==> src/scp_pkg.sv <==
// Shared types, constants and arithmetic helpers of the sine/cosine polynomial block.
package scp_pkg;

  localparam int ANGLE_W = 24;
  localparam int OUT_W   = 18;
  localparam int Q_W     = 13;
  localparam int T_W     = 32;
  localparam int QDEPTH  = 8;
  localparam int QPTR_W  = $clog2(QDEPTH);
  localparam int QCNT_W  = QPTR_W + 1;

  // 2/pi as unsigned Q0.32, and pi/2 in units of 2^-40 (Q30 high part times 1024 plus low part).
  localparam logic signed [56:0] TWO_OVER_PI_Q32 = 57'sd2734261102;
  localparam logic signed [57:0] PIO2_Q40        = 58'sd1727108826179;

  localparam logic signed [T_W-1:0] SIN_K3 = -32'sd209210;
  localparam logic signed [T_W-1:0] SIN_K2 = 32'sd8946198;
  localparam logic signed [T_W-1:0] SIN_K1 = -32'sd178956710;
  localparam logic signed [T_W-1:0] SIN_K0 = 32'sd1073741813;
  localparam logic signed [T_W-1:0] COS_K3 = -32'sd1460921;
  localparam logic signed [T_W-1:0] COS_K2 = 32'sd44728461;
  localparam logic signed [T_W-1:0] COS_K1 = -32'sd536869705;
  localparam logic signed [T_W-1:0] COS_K0 = 32'sd1073741803;

  // Reduced angle handed from the front end to the evaluator.
  typedef struct packed {
    logic signed [T_W-1:0] t;
    logic [1:0]            quad;
  } scp_red_t;

  // Front end status towards the queue.
  typedef struct packed {
    logic       push;
    logic [1:0] busy;
  } scp_fstat_t;

  // Queue status towards the front end.
  typedef struct packed {
    logic              empty;
    logic [QCNT_W-1:0] count;
  } scp_qstat_t;

  // Q30 by Q30 product, rounded half up back to Q30.
  function automatic logic signed [T_W-1:0] mul_q30(input logic signed [T_W-1:0] a,
                                                     input logic signed [T_W-1:0] b);
    logic signed [63:0] p;
    p = 64'(a) * 64'(b) + (64'sd1 <<< 29);
    return p[61:30];
  endfunction

endpackage

==> src/scp_if.sv <==
// Valid/ready channel interfaces for angles and for sine/cosine results.
interface scp_angle_if;
  logic                               valid;
  logic                               ready;
  logic signed [scp_pkg::ANGLE_W-1:0] angle;

  modport source (output valid, output angle, input ready);
  modport sink   (input valid, input angle, output ready);
endinterface


==> src/scp_front.sv <==
// Front end: accepts angles, finds the quarter-turn count and the reduced angle.
module scp_front #(
  parameter int ANGLE_FRAC_BITS = 16
) (
  input  logic                clk,
  input  logic                rst_n,
  scp_angle_if.sink           in_ch,
  input  scp_pkg::scp_qstat_t qstat,
  output scp_pkg::scp_fstat_t fstat,
  output scp_pkg::scp_red_t   red
);

  localparam int QS = ANGLE_FRAC_BITS + 32;
  localparam int XS = 40 - ANGLE_FRAC_BITS;
  localparam logic signed [56:0] Q_HALF = 57'sd1 <<< (QS - 1);

  logic                               v1_r, v2_r, v3_r;
  logic signed [scp_pkg::ANGLE_W-1:0] a1_r, a2_r;
  logic signed [56:0]                 prod1_r;
  logic signed [scp_pkg::Q_W-1:0]     q2_r;
  logic signed [57:0]                 qc3_r, x3_r;
  logic [1:0]                         quad3_r;

  logic                               accept;
  logic [1:0]                         busy;
  logic signed [56:0]                 prod;
  logic signed [56:0]                 qfull;
  logic signed [57:0]                 t40;
  logic signed [57:0]                 t_full;

  // Every item in flight here is guaranteed a queue slot before it is taken.
  assign busy = 2'(v1_r) + 2'(v2_r) + 2'(v3_r);
  assign in_ch.ready = ({1'b0, qstat.count} + 5'(busy)) < 5'(scp_pkg::QDEPTH);
  assign accept = in_ch.valid && in_ch.ready;

  assign prod  = 57'(in_ch.angle) * scp_pkg::TWO_OVER_PI_Q32;
  assign qfull = (prod1_r + Q_HALF) >>> QS;

  assign t40    = x3_r - qc3_r;
  assign t_full = (t40 + 58'sd512) >>> 10;

  assign fstat.push = v3_r;
  assign fstat.busy = busy;
  assign red.t      = t_full[scp_pkg::T_W-1:0];
  assign red.quad   = quad3_r;

  always_ff @(posedge clk) begin
    if (!rst_n) begin
      v1_r <= 1'b0;
      v2_r <= 1'b0;
      v3_r <= 1'b0;
    end else begin
      v1_r <= accept;
      v2_r <= v1_r;
      v3_r <= v2_r;
    end
  end

  always_ff @(posedge clk) begin
    a1_r    <= in_ch.angle;
    prod1_r <= prod;
    a2_r    <= a1_r;
    q2_r    <= qfull[scp_pkg::Q_W-1:0];
    qc3_r   <= 58'(q2_r) * scp_pkg::PIO2_Q40;
    x3_r    <= 58'(a2_r) <<< XS;
    quad3_r <= q2_r[1:0];
  end

endmodule

==> src/flat_wrapper.sv <==
// flat-port wrapper written by rule: the top's interface ports become plain ports
module scp_front_flat 
#(
  parameter int ANGLE_FRAC_BITS = 16
)
  (clk, rst_n, qstat, fstat, red, in_ch_valid, in_ch_angle, in_ch_ready);
  scp_angle_if in_ch_i ();
  input  logic clk;
  input  logic rst_n;
  input  scp_pkg::scp_qstat_t qstat;
  output scp_pkg::scp_fstat_t fstat;
  output scp_pkg::scp_red_t red;
  input wire logic [$bits(in_ch_i.valid)-1:0] in_ch_valid;
  input wire logic [$bits(in_ch_i.angle)-1:0] in_ch_angle;
  output wire logic [$bits(in_ch_i.ready)-1:0] in_ch_ready;
  assign in_ch_i.valid = in_ch_valid;
  assign in_ch_i.angle = in_ch_angle;
  assign in_ch_ready = in_ch_i.ready;
  scp_front #(.ANGLE_FRAC_BITS(ANGLE_FRAC_BITS)) u_core (.clk(clk), .rst_n(rst_n), .in_ch(in_ch_i), .qstat(qstat), .fstat(fstat), .red(red));
endmodule
==> config.mk <==
export PLATFORM = sky130hd
export DESIGN_NAME = scp_front_flat
export DESIGN_NICKNAME = d
export VERILOG_FILES = /design/src/scp_pkg.sv /design/src/scp_if.sv /design/src/scp_front.sv /design/src/flat_wrapper.sv
export SDC_FILE = /design/constraint.sdc
export NUM_CORES = 1
export LEC_CHECK = 0
export BUFFER_PORTS_ARGS = -buffer_cell sky130_fd_sc_hd__buf_4
export CORE_UTILIZATION = 60
export CTS_CLUSTER_SIZE = 24
export DETAILED_ROUTE_END_ITERATION = 6
export PLACE_DENSITY = 0.86
export SLEW_MARGIN = 10
export SYNTH_ARGS = -nofsm -noshare
export SYNTH_HDL_FRONTEND = slang
export SYNTH_SLANG_ARGS = --single-unit
export TNS_END_PERCENT = 50
==> constraint.sdc <==
create_clock -name clk -period 9.3 [get_ports clk]
set_input_delay 0.465 -clock clk [delete_from_list [all_inputs] [get_ports clk]]
set_output_delay 0.465 -clock clk [all_outputs]
set_load 0.03 [all_outputs]
==> results.tsv <==
stage	metric	value	unit
worst_setup_path	critical-path cell list	buf_4, fa_1, inv_1, fa_1, inv_1, fa_1, inv_1, fa_1, inv_1, fa_1, inv_1, fa_1, inv_1, fa_1, ha_1, inv_1, nor4_4, a31oi_1, a41oi_2, nor3b_1, a211o_1, o221a_1, xnor2_1	
worst_setup_path	Worst Path Required	9590	ps
global_routing	global-route usage over all layers	29.9	%
worst_setup_path	count of cell instances traversed by the critical path	23	
timing	setup TNS	0	ps
detailed_routing	Detailed Route Iter0 Violations	696	
clock_tree	CTS root buffer	clkbuf_16	
synthesis	Cell variety after synth	68	
worst_setup_path	WP data arrival	7140	ps
layout	nets@finish	2997	
clock_tree	latest clock arrival within the worst-skew pair	420	ps
worst_setup_path	Slowest cell on crit path	nor4_4	
timing	Final min period	6840	ps
timing	worst setup margin	2460	ps
die	core box area	33800	µm²
layout	Util after Layout	66.1	%
place	I/O Buffers	68	
worst_setup_path	CP Class	in2reg	
detailed_routing	routed via count	14900	
run	number of max-cap violations	0	
worst_hold_path	hold path depth	2	
die	row cnt	67	
global_routing	antenna violations before repair	0	
detailed_routing	detailed-route wire length	49700	µm
layout	Synth-to-Final Area Change	7.78	%
timing	Clock Skews	14.1	ps
synthesis	syn avg cell area	9.85	µm²
timing	Slew headroom	27.7	%
place	post-detail-place hpwl	42800	µm
timing	Min Hold Slack	268	ps
layout	antenna cells	0	
synthesis	Mapped Cells	2103	
global_routing	vias in the first global route	16500	
die	die width	188	µm
die	initial core utilization	61.3	%
global_routing	largest net degree at the start of global routing	17	
outcome	status	completed	
layout	Multi-input gate area	16000	µm²
worst_setup_path	crit-path leading delay family	adder cells	
timing	final worst path period share	73.6	%
clock_tree	CTS sink cnt	119	
worst_setup_path	Buf/Inv on CP	8	
worst_setup_path	Worst Reg-to-Reg Cells	16	
timing	unrepaired setup endpoints after global routing	false	
synthesis	register bit total from synthesis	119	
detailed_routing	Antenna Violating Nets Remaining	0	
synthesis	Mapped Area	20700	µm²
synthesis	fraction of registers with async set/reset	0	%
place	final estimated routing congestion in global placement	1.02	
detailed_routing	drt via density	5.63	
synthesis	Post-synth top flop	dfxtp_1	
synthesis	Post-synth EDFFs	0	
detailed_routing	DRC viols	0	
worst_setup_path	CP Max Fanout	7	
timing	Hold Fails Final Rpt	0	
synthesis	syn_nets	2920	
timing	fin. max-slew vios	0	
layout	Register Area	2380	µm²
clock_tree	Reg clk slew, reported paths	60	ps
die	Die ar.	35300	µm²
layout	layout cells sized above 1	5.70	%
timing	Worst Max-Slew Pin Slew	1090	ps
worst_hold_path	Hold Crit Class	in2reg	
clock_tree	Max Root-Sink Buffers	2	
timing	endpoints failing setup	0	
clock_tree	post-CTS setup buffers	0	
layout	Filler Cell Count	2513	
timing	fmax	146	MHz
worst_setup_path	CP Capture Type	flip-flop	
clock_tree	CTS tree	done	
place	pre-CTS setup slack	2120	ps
clock_tree	number of buffers created by CTS	17	
clock_tree	CTS Hold Bufs	0	
worst_setup_path	Critical Path Start Type	input pin	
die	# IOs	70	
global_routing	Remaining Overflow, GRT	0	
synthesis	Synth Warn #	0	
clock_tree	maximum level of the CTS H-tree	4	
global_routing	first-pass GRT wire length	82500	µm
synthesis	register area share after synthesis	11.5	%
die	Die H	188	µm
worst_setup_path	CP max stage delay	670	ps
clock_tree	Resized cells post-CTS	0	
detailed_routing	DR WL/cell	18.8	µm
detailed_routing	Detailed Routing Iterations Pass 1	6	
-- worst reg2reg max path, cell delays in order, from the launching register on --
cell and delay [ps]:
dfxtp_1 710, fa_1 550, inv_1 170, fa_1 440, inv_1 80, fa_1 440
fa_1 500, ha_1 330, ha_1 360, and3_1 230, and2_1 200, nand3_1 110
a211oi_1 430, o31ai_1 190, a21oi_1 510, a311oi_1 200, nor3_1 300
-- state kept, by name (all words and copies together) (netlist names) --
signal / cells
u_core.q2_r: 9
u_core.a1_r: 18
u_core.qc3_r: 41
u_core.prod1_r: 10
u_core.quad3_r: 2
u_core.a2_r: 18
u_core.v1_r: 1
u_core.v3_r: 1
u_core.v2_r: 1
u_core.x3_r: 18
-- final cells by class --
cell class                      instances  area share (%)
Clock inverter                         13           0.661
Clock buffer                           18            1.97
Sequential cell                       119            10.7
Multi-Input combinational cell       1361            71.6
Tap cell                              448            2.51
Timing Repair Buffer                   68            2.29
Inverter                              613            10.3
-- metal layers --
metal / up-vias / GRT usage [%] / part of all wire (%)
li1: 6824 / - / -
met1: 7314 / 35.4 / 40
met2: 556 / 53.1 / 50
met3: 169 / 4.87 / 5.7
met4: 0 / 13.6 / 4.7
met5: - / 0 / 0
-- logic make-up (layout without fill, tap and decap cells) --
family	Yosys count	after routing	synth area share, %
adder cells (fa/ha/maj)	785	785	59.5
buffers and inverters	623	712	11.3
AO/OA/AOI/OAI	255	255	8.04
AND/OR/NAND/NOR	237	237	6.06
flip-flops	119	119	11.5
XOR/XNOR	83	83	3.51
multiplexers	1	1	0.0543
-- cells in the mapped netlist, types with 3 or more instances --
cell type	n	area (µm²)
a211o_1	5	43.8
a211oi_1	7	52.6
a21o_1	39	293
a21oi_1	88	440
a221oi_1	4	35.0
a311oi_1	5	43.8
a31o_2	3	26.3
a31oi_1	12	75.1
and2_1	8	50.1
and3_1	12	75.1
and4_1	4	35.0
clkbuf_1	8	30.0
dfxtp_1	119	2380
fa_1	335	6710
ha_1	450	5630
inv_1	613	2300
nand2_1	55	206
nand2b_1	8	50.1
nand3_1	29	145
nand4_1	16	100
nor2_1	49	184
nor2b_1	7	43.8
nor3_1	18	90.1
nor3b_1	3	22.5
nor4_1	4	25.0
nor4b_1	3	26.3
o211ai_1	6	45.0
o21a_1	8	60.1
o21ai_0	30	150
o21ai_1	8	40.0
o21bai_1	8	60.1
o31ai_1	7	52.6
or2_2	7	43.8
or3_1	3	18.8
xnor2_1	54	473
xor2_1	29	254
-- per-stage QoR --
stage                     std cells  instance area, µm²
after CTS                      2640               22300
final                          2640               22300
after global routing           2640               22300
after global placement         2609               21800
after detailed placement       2609               21800
after floorplan                2103               20700
-- placed cells by master (no fill, tap or decap), types with 30 or more instances in the layout --
master   count
ha_1       450
xnor2_1     54
nand2_1     55
nor2_1      49
buf_4       68
a21oi_1     88
a21o_1      39
fa_1       335
o21ai_0     30
dfxtp_1    119
inv_1      613
-- final timing paths --
path                      startpoint                          to  slack [ps]
max                  in_ch_angle[15]  u_core.prod1_r[54]$_DFF_P_        2460
min                            rst_n      u_core.v2_r$_SDFF_PN0_         270
max reg2reg   u_core.q2_r[0]$_DFF_P_    u_core.qc3_r[39]$_DFF_P_        3420
min reg2reg  u_core.a2_r[12]$_DFF_P_     u_core.x3_r[36]$_DFF_P_         320
Power is left out: the tool's default activity adds up to more than one toggle a clock period on the data nets, which glitch-free logic cannot reach.
