===== config.mk =====
export PLATFORM = sky130hd
export DESIGN_NAME = scp_queue
export DESIGN_NICKNAME = d
export VERILOG_FILES = /design/src/scp_pkg.sv /design/src/scp_queue.sv
export SDC_FILE = /design/constraint.sdc
export NUM_CORES = 1
export LEC_CHECK = 0
export ABC_AREA = 1
export BUFFER_PORTS_ARGS = -buffer_cell sky130_fd_sc_hd__buf_2
export CORE_MARGIN = 3
export CORE_UTILIZATION = 45
export CTS_CLUSTER_SIZE = 10
export DETAILED_ROUTE_END_ITERATION = 6
export MAX_ROUTING_LAYER = met4
export PLACE_DENSITY = 0.7
export SYNTH_ARGS = -nofsm -noshare
export SYNTH_HDL_FRONTEND = slang
export SYNTH_SLANG_ARGS = --single-unit

===== constraint.sdc =====
create_clock -name clk -period 7.9 [get_ports clk]
set_clock_uncertainty 0.15 [all_clocks]
set_input_delay 0.395 -clock clk [delete_from_list [all_inputs] [get_ports clk]]
set_output_delay 0.395 -clock clk [all_outputs]
set_load 0.05 [all_outputs]

===== src/scp_pkg.sv =====
// Shared types, constants and arithmetic helpers of the sine/cosine polynomial block.
package scp_pkg;

  localparam int ANGLE_W = 24;
  localparam int OUT_W   = 18;
  localparam int Q_W     = 13;
  localparam int T_W     = 32;
  localparam int QDEPTH  = 8;
  localparam int QPTR_W  = $clog2(QDEPTH);
  localparam int QCNT_W  = QPTR_W + 1;

  // 2/pi as unsigned Q0.32, and pi/2 in units of 2^-40 (Q30 high part times 1024 plus low part).
  localparam logic signed [56:0] TWO_OVER_PI_Q32 = 57'sd2734261102;
  localparam logic signed [57:0] PIO2_Q40        = 58'sd1727108826179;

  localparam logic signed [T_W-1:0] SIN_K3 = -32'sd209210;
  localparam logic signed [T_W-1:0] SIN_K2 = 32'sd8946198;
  localparam logic signed [T_W-1:0] SIN_K1 = -32'sd178956710;
  localparam logic signed [T_W-1:0] SIN_K0 = 32'sd1073741813;
  localparam logic signed [T_W-1:0] COS_K3 = -32'sd1460921;
  localparam logic signed [T_W-1:0] COS_K2 = 32'sd44728461;
  localparam logic signed [T_W-1:0] COS_K1 = -32'sd536869705;
  localparam logic signed [T_W-1:0] COS_K0 = 32'sd1073741803;

  // Reduced angle handed from the front end to the evaluator.
  typedef struct packed {
    logic signed [T_W-1:0] t;
    logic [1:0]            quad;
  } scp_red_t;

  // Front end status towards the queue.
  typedef struct packed {
    logic       push;
    logic [1:0] busy;
  } scp_fstat_t;

  // Queue status towards the front end.
  typedef struct packed {
    logic              empty;
    logic [QCNT_W-1:0] count;
  } scp_qstat_t;

  // Q30 by Q30 product, rounded half up back to Q30.
  function automatic logic signed [T_W-1:0] mul_q30(input logic signed [T_W-1:0] a,
                                                     input logic signed [T_W-1:0] b);
    logic signed [63:0] p;
    p = 64'(a) * 64'(b) + (64'sd1 <<< 29);
    return p[61:30];
  endfunction

endpackage


===== src/scp_queue.sv =====
// Short first-in first-out queue of reduced angles between front end and evaluator.
module scp_queue (
  input  logic                clk,
  input  logic                rst_n,
  input  logic                push,
  input  scp_pkg::scp_red_t   din,
  input  logic                pop,
  output scp_pkg::scp_red_t   dout,
  output scp_pkg::scp_qstat_t qstat
);

  scp_pkg::scp_red_t                mem_r [scp_pkg::QDEPTH];
  logic [scp_pkg::QPTR_W-1:0]       wr_ptr_r, rd_ptr_r;
  logic [scp_pkg::QCNT_W-1:0]       count_r;

  assign dout        = mem_r[rd_ptr_r];
  assign qstat.empty = (count_r == '0);
  assign qstat.count = count_r;

  always_ff @(posedge clk) begin
    if (!rst_n) begin
      wr_ptr_r <= '0;
      rd_ptr_r <= '0;
      count_r  <= '0;
    end else begin
      if (push) begin
        wr_ptr_r <= wr_ptr_r + 1'b1;
      end
      if (pop) begin
        rd_ptr_r <= rd_ptr_r + 1'b1;
      end
      if (push && !pop) begin
        count_r <= count_r + 1'b1;
      end else if (pop && !push) begin
        count_r <= count_r - 1'b1;
      end
    end
  end

  always_ff @(posedge clk) begin
    if (push) begin
      mem_r[wr_ptr_r] <= din;
    end
  end

endmodule


==> results of run 1 <==
-- power groups by stage --
stage | Combinational [mW] | Clock (mW) | Sequential, mW
2_1_floorplan | 0.331 | 0 | 1.75
3_3_place_gp | 0.443 | 0 | 1.75
3_5_place_dp | 0.451 | 0 | 1.75
4_1_cts | 0.455 | 1.36 | 1.72
5_1_grt | 0.498 | 1.42 | 1.72
6_report | 0.450 | 1.34 | 1.72
-- synthesized netlist by cell type --
| library cell | number |
|---|---|
| nor2_1 | 291 |
| o21ai_0 | 100 |
| buf_6 | 7 |
| buf_2 | 18 |
| ha_1 | 5 |
| buf_8 | 1 |
| clkinv_1 | 1 |
| inv_1 | 11 |
| clkbuf_2 | 4 |
| nand2_1 | 186 |
| a21oi_1 | 5 |
| inv_2 | 2 |
| nor4_1 | 1 |
| fa_1 | 1 |
| dfxtp_1 | 13 |
| clkbuf_1 | 15 |
| buf_4 | 4 |
| buf_1 | 2 |
| xnor2_1 | 1 |
| xor2_1 | 2 |
| edfxtp_1 | 272 |
| nand3_1 | 3 |
| o21ai_1 | 41 |
| or2_2 | 2 |
-- state kept, by name (all words and copies together), names as in the netlist, named ones only --
register / flops
wr_ptr_r: 3
rd_ptr_r: 3
count_r: 4
mem_r: 272
-- worst min path at each step --
| stage | start | endpoint | slack, ns |
|---|---|---|---|
| 6_report | din[17] | mem_r[7][17]$_DFFE_PP_ | 0.02 |
| 5_1_grt | din[17] | mem_r[0][17]$_DFFE_PP_ | 0.01 |
| 4_1_cts | din[19] | mem_r[6][19]$_DFFE_PP_ | 0.002 |
| 3_5_place_dp | wr_ptr_r[0]$_SDFFE_PN0P_ | wr_ptr_r[0]$_SDFFE_PN0P_ | 0.35 |
| 3_3_place_gp | wr_ptr_r[0]$_SDFFE_PN0P_ | wr_ptr_r[0]$_SDFFE_PN0P_ | 0.33 |
| 2_1_floorplan | wr_ptr_r[0]$_SDFFE_PN0P_ | wr_ptr_r[0]$_SDFFE_PN0P_ | 0.32 |
-- cells in the final DEF (no fill, tap or decap) --
master           n
nor2_1         283
edfxtp_1       272
nand2_1        186
o21ai_0        100
buf_2           76
o21ai_1         41
clkbuf_16       35
buf_4           14
inv_1           11
dfxtp_1         11
clkbuf_1         9
nor2_4           8
a21oi_1          5
ha_1             5
dlygate4sd3_1    5
nand3_1          3
clkinv_1         2
or2_2            2
xor2_1           2
clkinv_2         1
inv_2            1
nor4_1           1
xnor2_1          1
fa_1             1
dfxtp_4          1
dfxtp_2          1
inv_6            1
-- routing by layer --
metal | global-route usage, % | share of wire [%]
met5 | - | 0
met4 | 5.78 | 2.3
met3 | 2.92 | 6.0
met2 | 31.1 | 49
met1 | 24.2 | 43
-- cell families after synthesis --
logic type	Yosys count	synth area share, %
flops	285	73.7
fa+ha+maj	6	0.722
xor+xnor	3	0.230
compound gates	146	6.39
simple gates	483	15.9
buf+inv	65	3.06
-- critical path: cells and delay by family (launching register included) --
kind                   cells  cell delay [ns]
AOI/OAI and AO/OA          1             0.30
buffers and inverters      3             1.42
DFF                        1             0.54
and+or+nand+nor            3             0.33
-- cell type report --
cell class | count | area, µm²
clock buffer | 44 | 910
clock inverter | 2 | 12.5
fill | 2107 | 11600
inverter | 14 | 53.8
multi-input combinational | 638 | 2720
sequential | 285 | 8430
tap | 324 | 405
timing repair buffer | 95 | 536
-- stage by stage --
step / setup WS (ns) / cell area [µm²] / utilization (%) / hold WS, ns / power (mW)
CTS: 4.19 / 13100 / 53.0 / 0.00193 / 3.54
global route: 3.95 / 13100 / 53.0 / 0.0119 / 3.64
global placement: 4.81 / 12100 / 49.0 / 0.330 / 2.19
finish: 4.16 / 13100 / 53.0 / 0.0168 / 3.51
floorplan: 5.12 / 11400 / - / 0.319 / 2.08
detailed placement: 4.72 / 12100 / 49.0 / 0.345 / 2.20
==> flow_metrics.tcl, run 1 <==
set metrics [dict create \
    ir_drop_v 0.000174 \
    hold_class "in2reg" \
    syn_inst 988 \
    fin_nets 1112 \
    grt_overflow 0 \
    initialDrtViolationCount 634 \
    power_density_nw_per_um2 268 \
    ys_seq_area_share_pct 73.7 \
    seqPwrFrac_pct 49.0 \
    cts_root_buf "clkbuf_16" \
    crit_path_end "dout[12]" \
    syn_avg_cell_area_um2 11.6 \
    syn-cell-area_um2 11400 \
    antenna_found_initial 0 \
    final_cell_count_no_fill 1402 \
    combPwrFrac_pct 12.8 \
    worstSetupEndpointType "output pin" \
    maxSlewHeadroom_pct 21.8 \
    cts_tree "built" \
    whs_path_depth 1 \
    reg2reg_depth 3 \
    fin_crit_sh_pct 47.3 \
    avgViaCountPerCell 5.15 \
    syn_nets 1032 \
    port_buffers 76 \
    yosys.area.top_type "edfxtp_1" \
    drt-total-wl_um 24600 \
    crit_chain "clkinv_2 > buf_4 > o21ai_0 > nand2_1 > nand2_1 > nand2_1 > buf_2" \
    ios 77 \
    synthTopCellsByArea "edfxtp_1, nor2_1, nand2_1" \
    power.share.clock_pct 38.2 \
    firstDrtPassIters 4 \
    drc 0 \
    dp_cells 1351 \
    maxSlewViolCount 0 \
    clk_pin_slew_ns 0.05 \
    initial_core_util_pct 46.4 \
    ys_ff_latch 285 \
    core_um2 24700 \
    slowest_stage "buf_4" \
    place.gp.congestion 0.737 \
    htree_num_levels 2 \
    reg2reg_from "wr_ptr_r[0]$_SDFFE_PN0P_" \
    worstPathArrival_ns 3.19 \
    path_common_cell "nand2_1" \
    critPathMaxFanout 121 \
    grt_pass1_vias 6977 \
    grt_setup_unrepaired "false" \
    leakagePower_nw 4.86 \
    rows 57 \
    rrSetupSlack_ns 5.70 \
    setup_violations 0 \
    detailed_place_hpwl_um 12800 \
    cp-start-kind "register" \
    r2r_end "mem_r[0][18]$_DFFE_PP_" \
    critPathKind "reg2out" \
    drive_gt1_share_pct 13.0 \
    status "completed" \
    post_cts_buffers 0 \
    tightest_slew_ns 1.17 \
    p_sw_share_pct 25.8 \
    die_h_um 165 \
    cts_resized 0 \
    numCtsBuffers 34 \
    clock_path_buffers 3 \
    switchingPower_mw 0.904 \
    diodes 0 \
    areaGrowthSynthToFinish_pct 14.3 \
    drv_cap 0 \
    finalHoldViolations 0 \
    grt_max_degree 122 \
    dieArea_um2 27400 \
    cts_hold_buf 5 \
    track_usage_pct 18.8 \
    clock_latency_ns 0.49 \
    cts_sinks 285 \
    critPathMaxStageDelay_ns 0.88 \
    fin_setup_tns_ns 0 \
    synth_top_area_share_pct 71.4 \
    vias 7214 \
    netlist-cell-type-count 24 \
    grt_first_pass_wirelength_um 38200 \
    intPower_mw 2.60 \
    worstPathRequired_ns 7.36 \
    wire_per_inst_um 17.6 \
    dieWidth_um 165 \
    fmax_mhz 268 \
    ys_warn_count 0 \
    post-route-min-period_ns 3.74 \
    drt.antenna.violating_nets 0 \
]
No activity file was read; power rests on OpenSTA's default activity.
==> run 2, diff against run 1 <==
--- a/config.mk
+++ b/config.mk
@@ -5,7 +5,7 @@
 export SDC_FILE = /design/constraint.sdc
 export NUM_CORES = 1
 export LEC_CHECK = 0
-export ABC_AREA = 1
+export ABC_AREA = 0
 export BUFFER_PORTS_ARGS = -buffer_cell sky130_fd_sc_hd__buf_2
 export CORE_MARGIN = 3
 export CORE_UTILIZATION = 45
==> constraint.sdc (replaced) <==
create_clock -name clk -period 3.5 [get_ports clk]
set_clock_uncertainty 0.15 [all_clocks]
set_input_delay 0.175 -clock clk [delete_from_list [all_inputs] [get_ports clk]]
set_output_delay 0.175 -clock clk [all_outputs]
set_load 0.05 [all_outputs]
==> run 2 against run 1 <==
Effect of this change: non-clock buffer count rose by 38; register-to-register slack worse by 4.3 ns; die area fell by 3.9%; combinational power grew 110%; first-iteration DRC count down 43%; utilization is 2.6 points higher; count of clock-buffer cells in the layout decreased by 3; via count shrank 29%; area after synthesis down 4.1%; sequential share of layout area shrank 0.55 points; synthesized cell count down 53%; sequential power is 130% higher.
==> flow_metrics.tcl, run 2 <==
set metrics [dict create \
    status "completed" \
    fin_area_um2 13200 \
    diodes 0 \
    leakagePower_nw 4.38 \
    cts_tree "built" \
    numCtsBuffers 34 \
    avgViaCountPerCell 5.46 \
    final_cell_mix "edfxtp_1, buf_2, mux4_2, dlygate4sd3_1, clkbuf_16" \
    place_area_um2 11900 \
    r2r_end "mem_r[7][5]$_DFFE_PP_" \
    crit_path_end "dout[17]" \
    ir_drop_v 0.000425 \
    post-route-min-period_ns 2.92 \
    grt_max_degree 37 \
    maxSlewViolCount 0 \
    clock_latency_ns 0.49 \
    power_mw 7.88 \
    initial_core_util_pct 46.2 \
    clk_pin_slew_ns 0.06 \
    areaGrowthSynthToFinish_pct 20.2 \
    place.gp.congestion 0.750 \
    setup_violations 0 \
    dieArea_um2 26300 \
    syn_avg_cell_area_um2 23.8 \
    hold_slack_ns 0.338 \
    async_flop_share_pct 0 \
    initialDrtViolationCount 361 \
    track_usage_pct 16.9 \
    worstPathRequired_ns 3.17 \
    cts_sinks 285 \
    drt.antenna.violating_nets 0 \
    vias 5103 \
    syn_nets 506 \
    rrSetupSlack_ns 1.40 \
    reg2reg_from "wr_ptr_r[0]$_SDFFE_PN0P_" \
    grt_pass1_vias 5642 \
    grt_overflow 0 \
    ys_warn_count 0 \
    critPathKind "reg2out" \
    utilization_pct 55.5 \
    antenna_found_initial 0 \
    largest_registers "mem_r: 272 flops, count_r: 4 flops" \
    synth.top_cells.by_count "edfxtp_1, mux4_2, mux2_4" \
    fin_nets 653 \
    core_um2 23800 \
    maxSlewHeadroom_pct 49.6 \
    tightest_slew_ns 0.754 \
    grt_first_pass_wirelength_um 32500 \
    ios 77 \
    yosys.cell_count.top_type "edfxtp_1" \
    cts_root_buf "clkbuf_16" \
    drc 0 \
    synth_edf_count 272 \
    finalHoldViolations 0 \
    top_layer_used "met4" \
    worstPathArrival_ns 2.60 \
    fin_crit_sh_pct 83.5 \
    htree_num_levels 2 \
    grt_setup_unrepaired "false" \
    power_density_nw_per_um2 598 \
    detailed_place_hpwl_um 12000 \
    critPathMaxFanout 22 \
    dieWidth_um 162 \
    ys.flop_type "edfxtp_1" \
    drt-total-wl_um 21100 \
    reg2reg_depth 3 \
    drv_cap 0 \
    regMostFlops "mem_r" \
    synthTopCellsByArea "edfxtp_1, mux4_2, mux4_1" \
    final_common_cell "edfxtp_1" \
    ys_seq_area_share_pct 76.8 \
    firstDrtPassIters 5 \
    netlist-cell-type-count 28 \
    syn-cell-area_um2 11000 \
    port_buffers 76 \
    yosys.area.top_type "edfxtp_1" \
    drive_gt1_share_pct 37.8 \
    fmax_mhz 342 \
    clock_path_buffers 3 \
    die_h_um 162 \
    dr_wl_met2_um 10800 \
    synth_top_area_share_pct 74.4 \
    rows 56 \
    wl_met1_um 8760 \
    worstSetupEndpointType "output pin" \
    wire_per_inst_um 22.5 \
    cp-start-kind "register" \
    fin_setup_tns_ns 0 \
    syn_inst 462 \
    hold_class "in2reg" \
    num-fill-cells 1766 \
    largest_register_ffs 272 \
    met3_length_um 1070 \
    ys_ff_latch 285 \
]
==> run 2: worst max-delay path, stage by stage, from the launching register on <==
cell	delay [ns]
dfxtp_4	0.63
buf_4	0.36
mux4_1	0.60
mux2_4	0.28
buf_2	0.21
==> run 2: timing repair <==
action | CTS | global route
setup endpoints to repair | 0 | 0
gates resized for setup | 0 | 0
hold buffers | 38 | 0
hold endpoints to repair | 285 | 0
setup buffers | 0 | 0
==> run 2: layer usage <==
| layer | up-vias | GRT usage, % |
|---|---|---|
| li1 | 2220 | - |
| met5 | - | - |
| met3 | 46 | 3.14 |
| met1 | 2688 | 21.6 |
| met2 | 149 | 27.8 |
| met4 | 0 | 5.08 |
==> run 2: area by class of cell <==
cell class	instances	area, µm²	share of cell area [%]
inverter	2	7.51	0.0569
tap	319	399	3.03
sequential	285	8440	64.0
multi-input combinational	153	2450	18.5
clock inverter	2	38.8	0.294
timing repair buffer	133	966	7.32
clock buffer	41	898	6.81
==> run 2: logic make-up after synthesis <==
| group | after synthesis | synth area share, % |
|---|---|---|
| AOI/OAI and AO/OA | 4 | 0.217 |
| xor gates and xnor gates | 6 | 0.479 |
| adders and majority gates | 6 | 0.752 |
| buffers and inverters | 24 | 1.43 |
| DFF | 285 | 76.8 |
| muxes | 106 | 18.9 |
| and+or+nand+nor | 31 | 1.44 |
==> run 2: worst min path at each step <==
stage | slack [ns] | from | cells past startpoint | end
floorplan | 0.12 | din[0] | 0 | mem_r[0][0]$_DFFE_PP_
global placement | 0.28 | din[25] | 1 | mem_r[0][25]$_DFFE_PP_
detailed placement | 0.30 | din[11] | 1 | mem_r[0][11]$_DFFE_PP_
CTS | 0.32 | din[9] | 2 | mem_r[6][9]$_DFFE_PP_
global route | 0.34 | din[19] | 2 | mem_r[2][19]$_DFFE_PP_
finish | 0.34 | din[9] | 2 | mem_r[3][9]$_DFFE_PP_
==> run 2: stage by stage <==
stage               setup WS [ns]  cells
global placement             1.08    854
CTS                         0.525    935
detailed placement           1.06    854
floorplan                  0.0465    462
global route                0.439    935
finish                      0.579    935
==> run 2: where the power goes <==
| group | switching (mW) | internal (mW) | total, mW |
|---|---|---|---|
| Sequential | 0.0659 | 3.84 | 3.90 |
| Combinational | 0.559 | 0.370 | 0.929 |
| Clock | 1.19 | 1.86 | 3.05 |
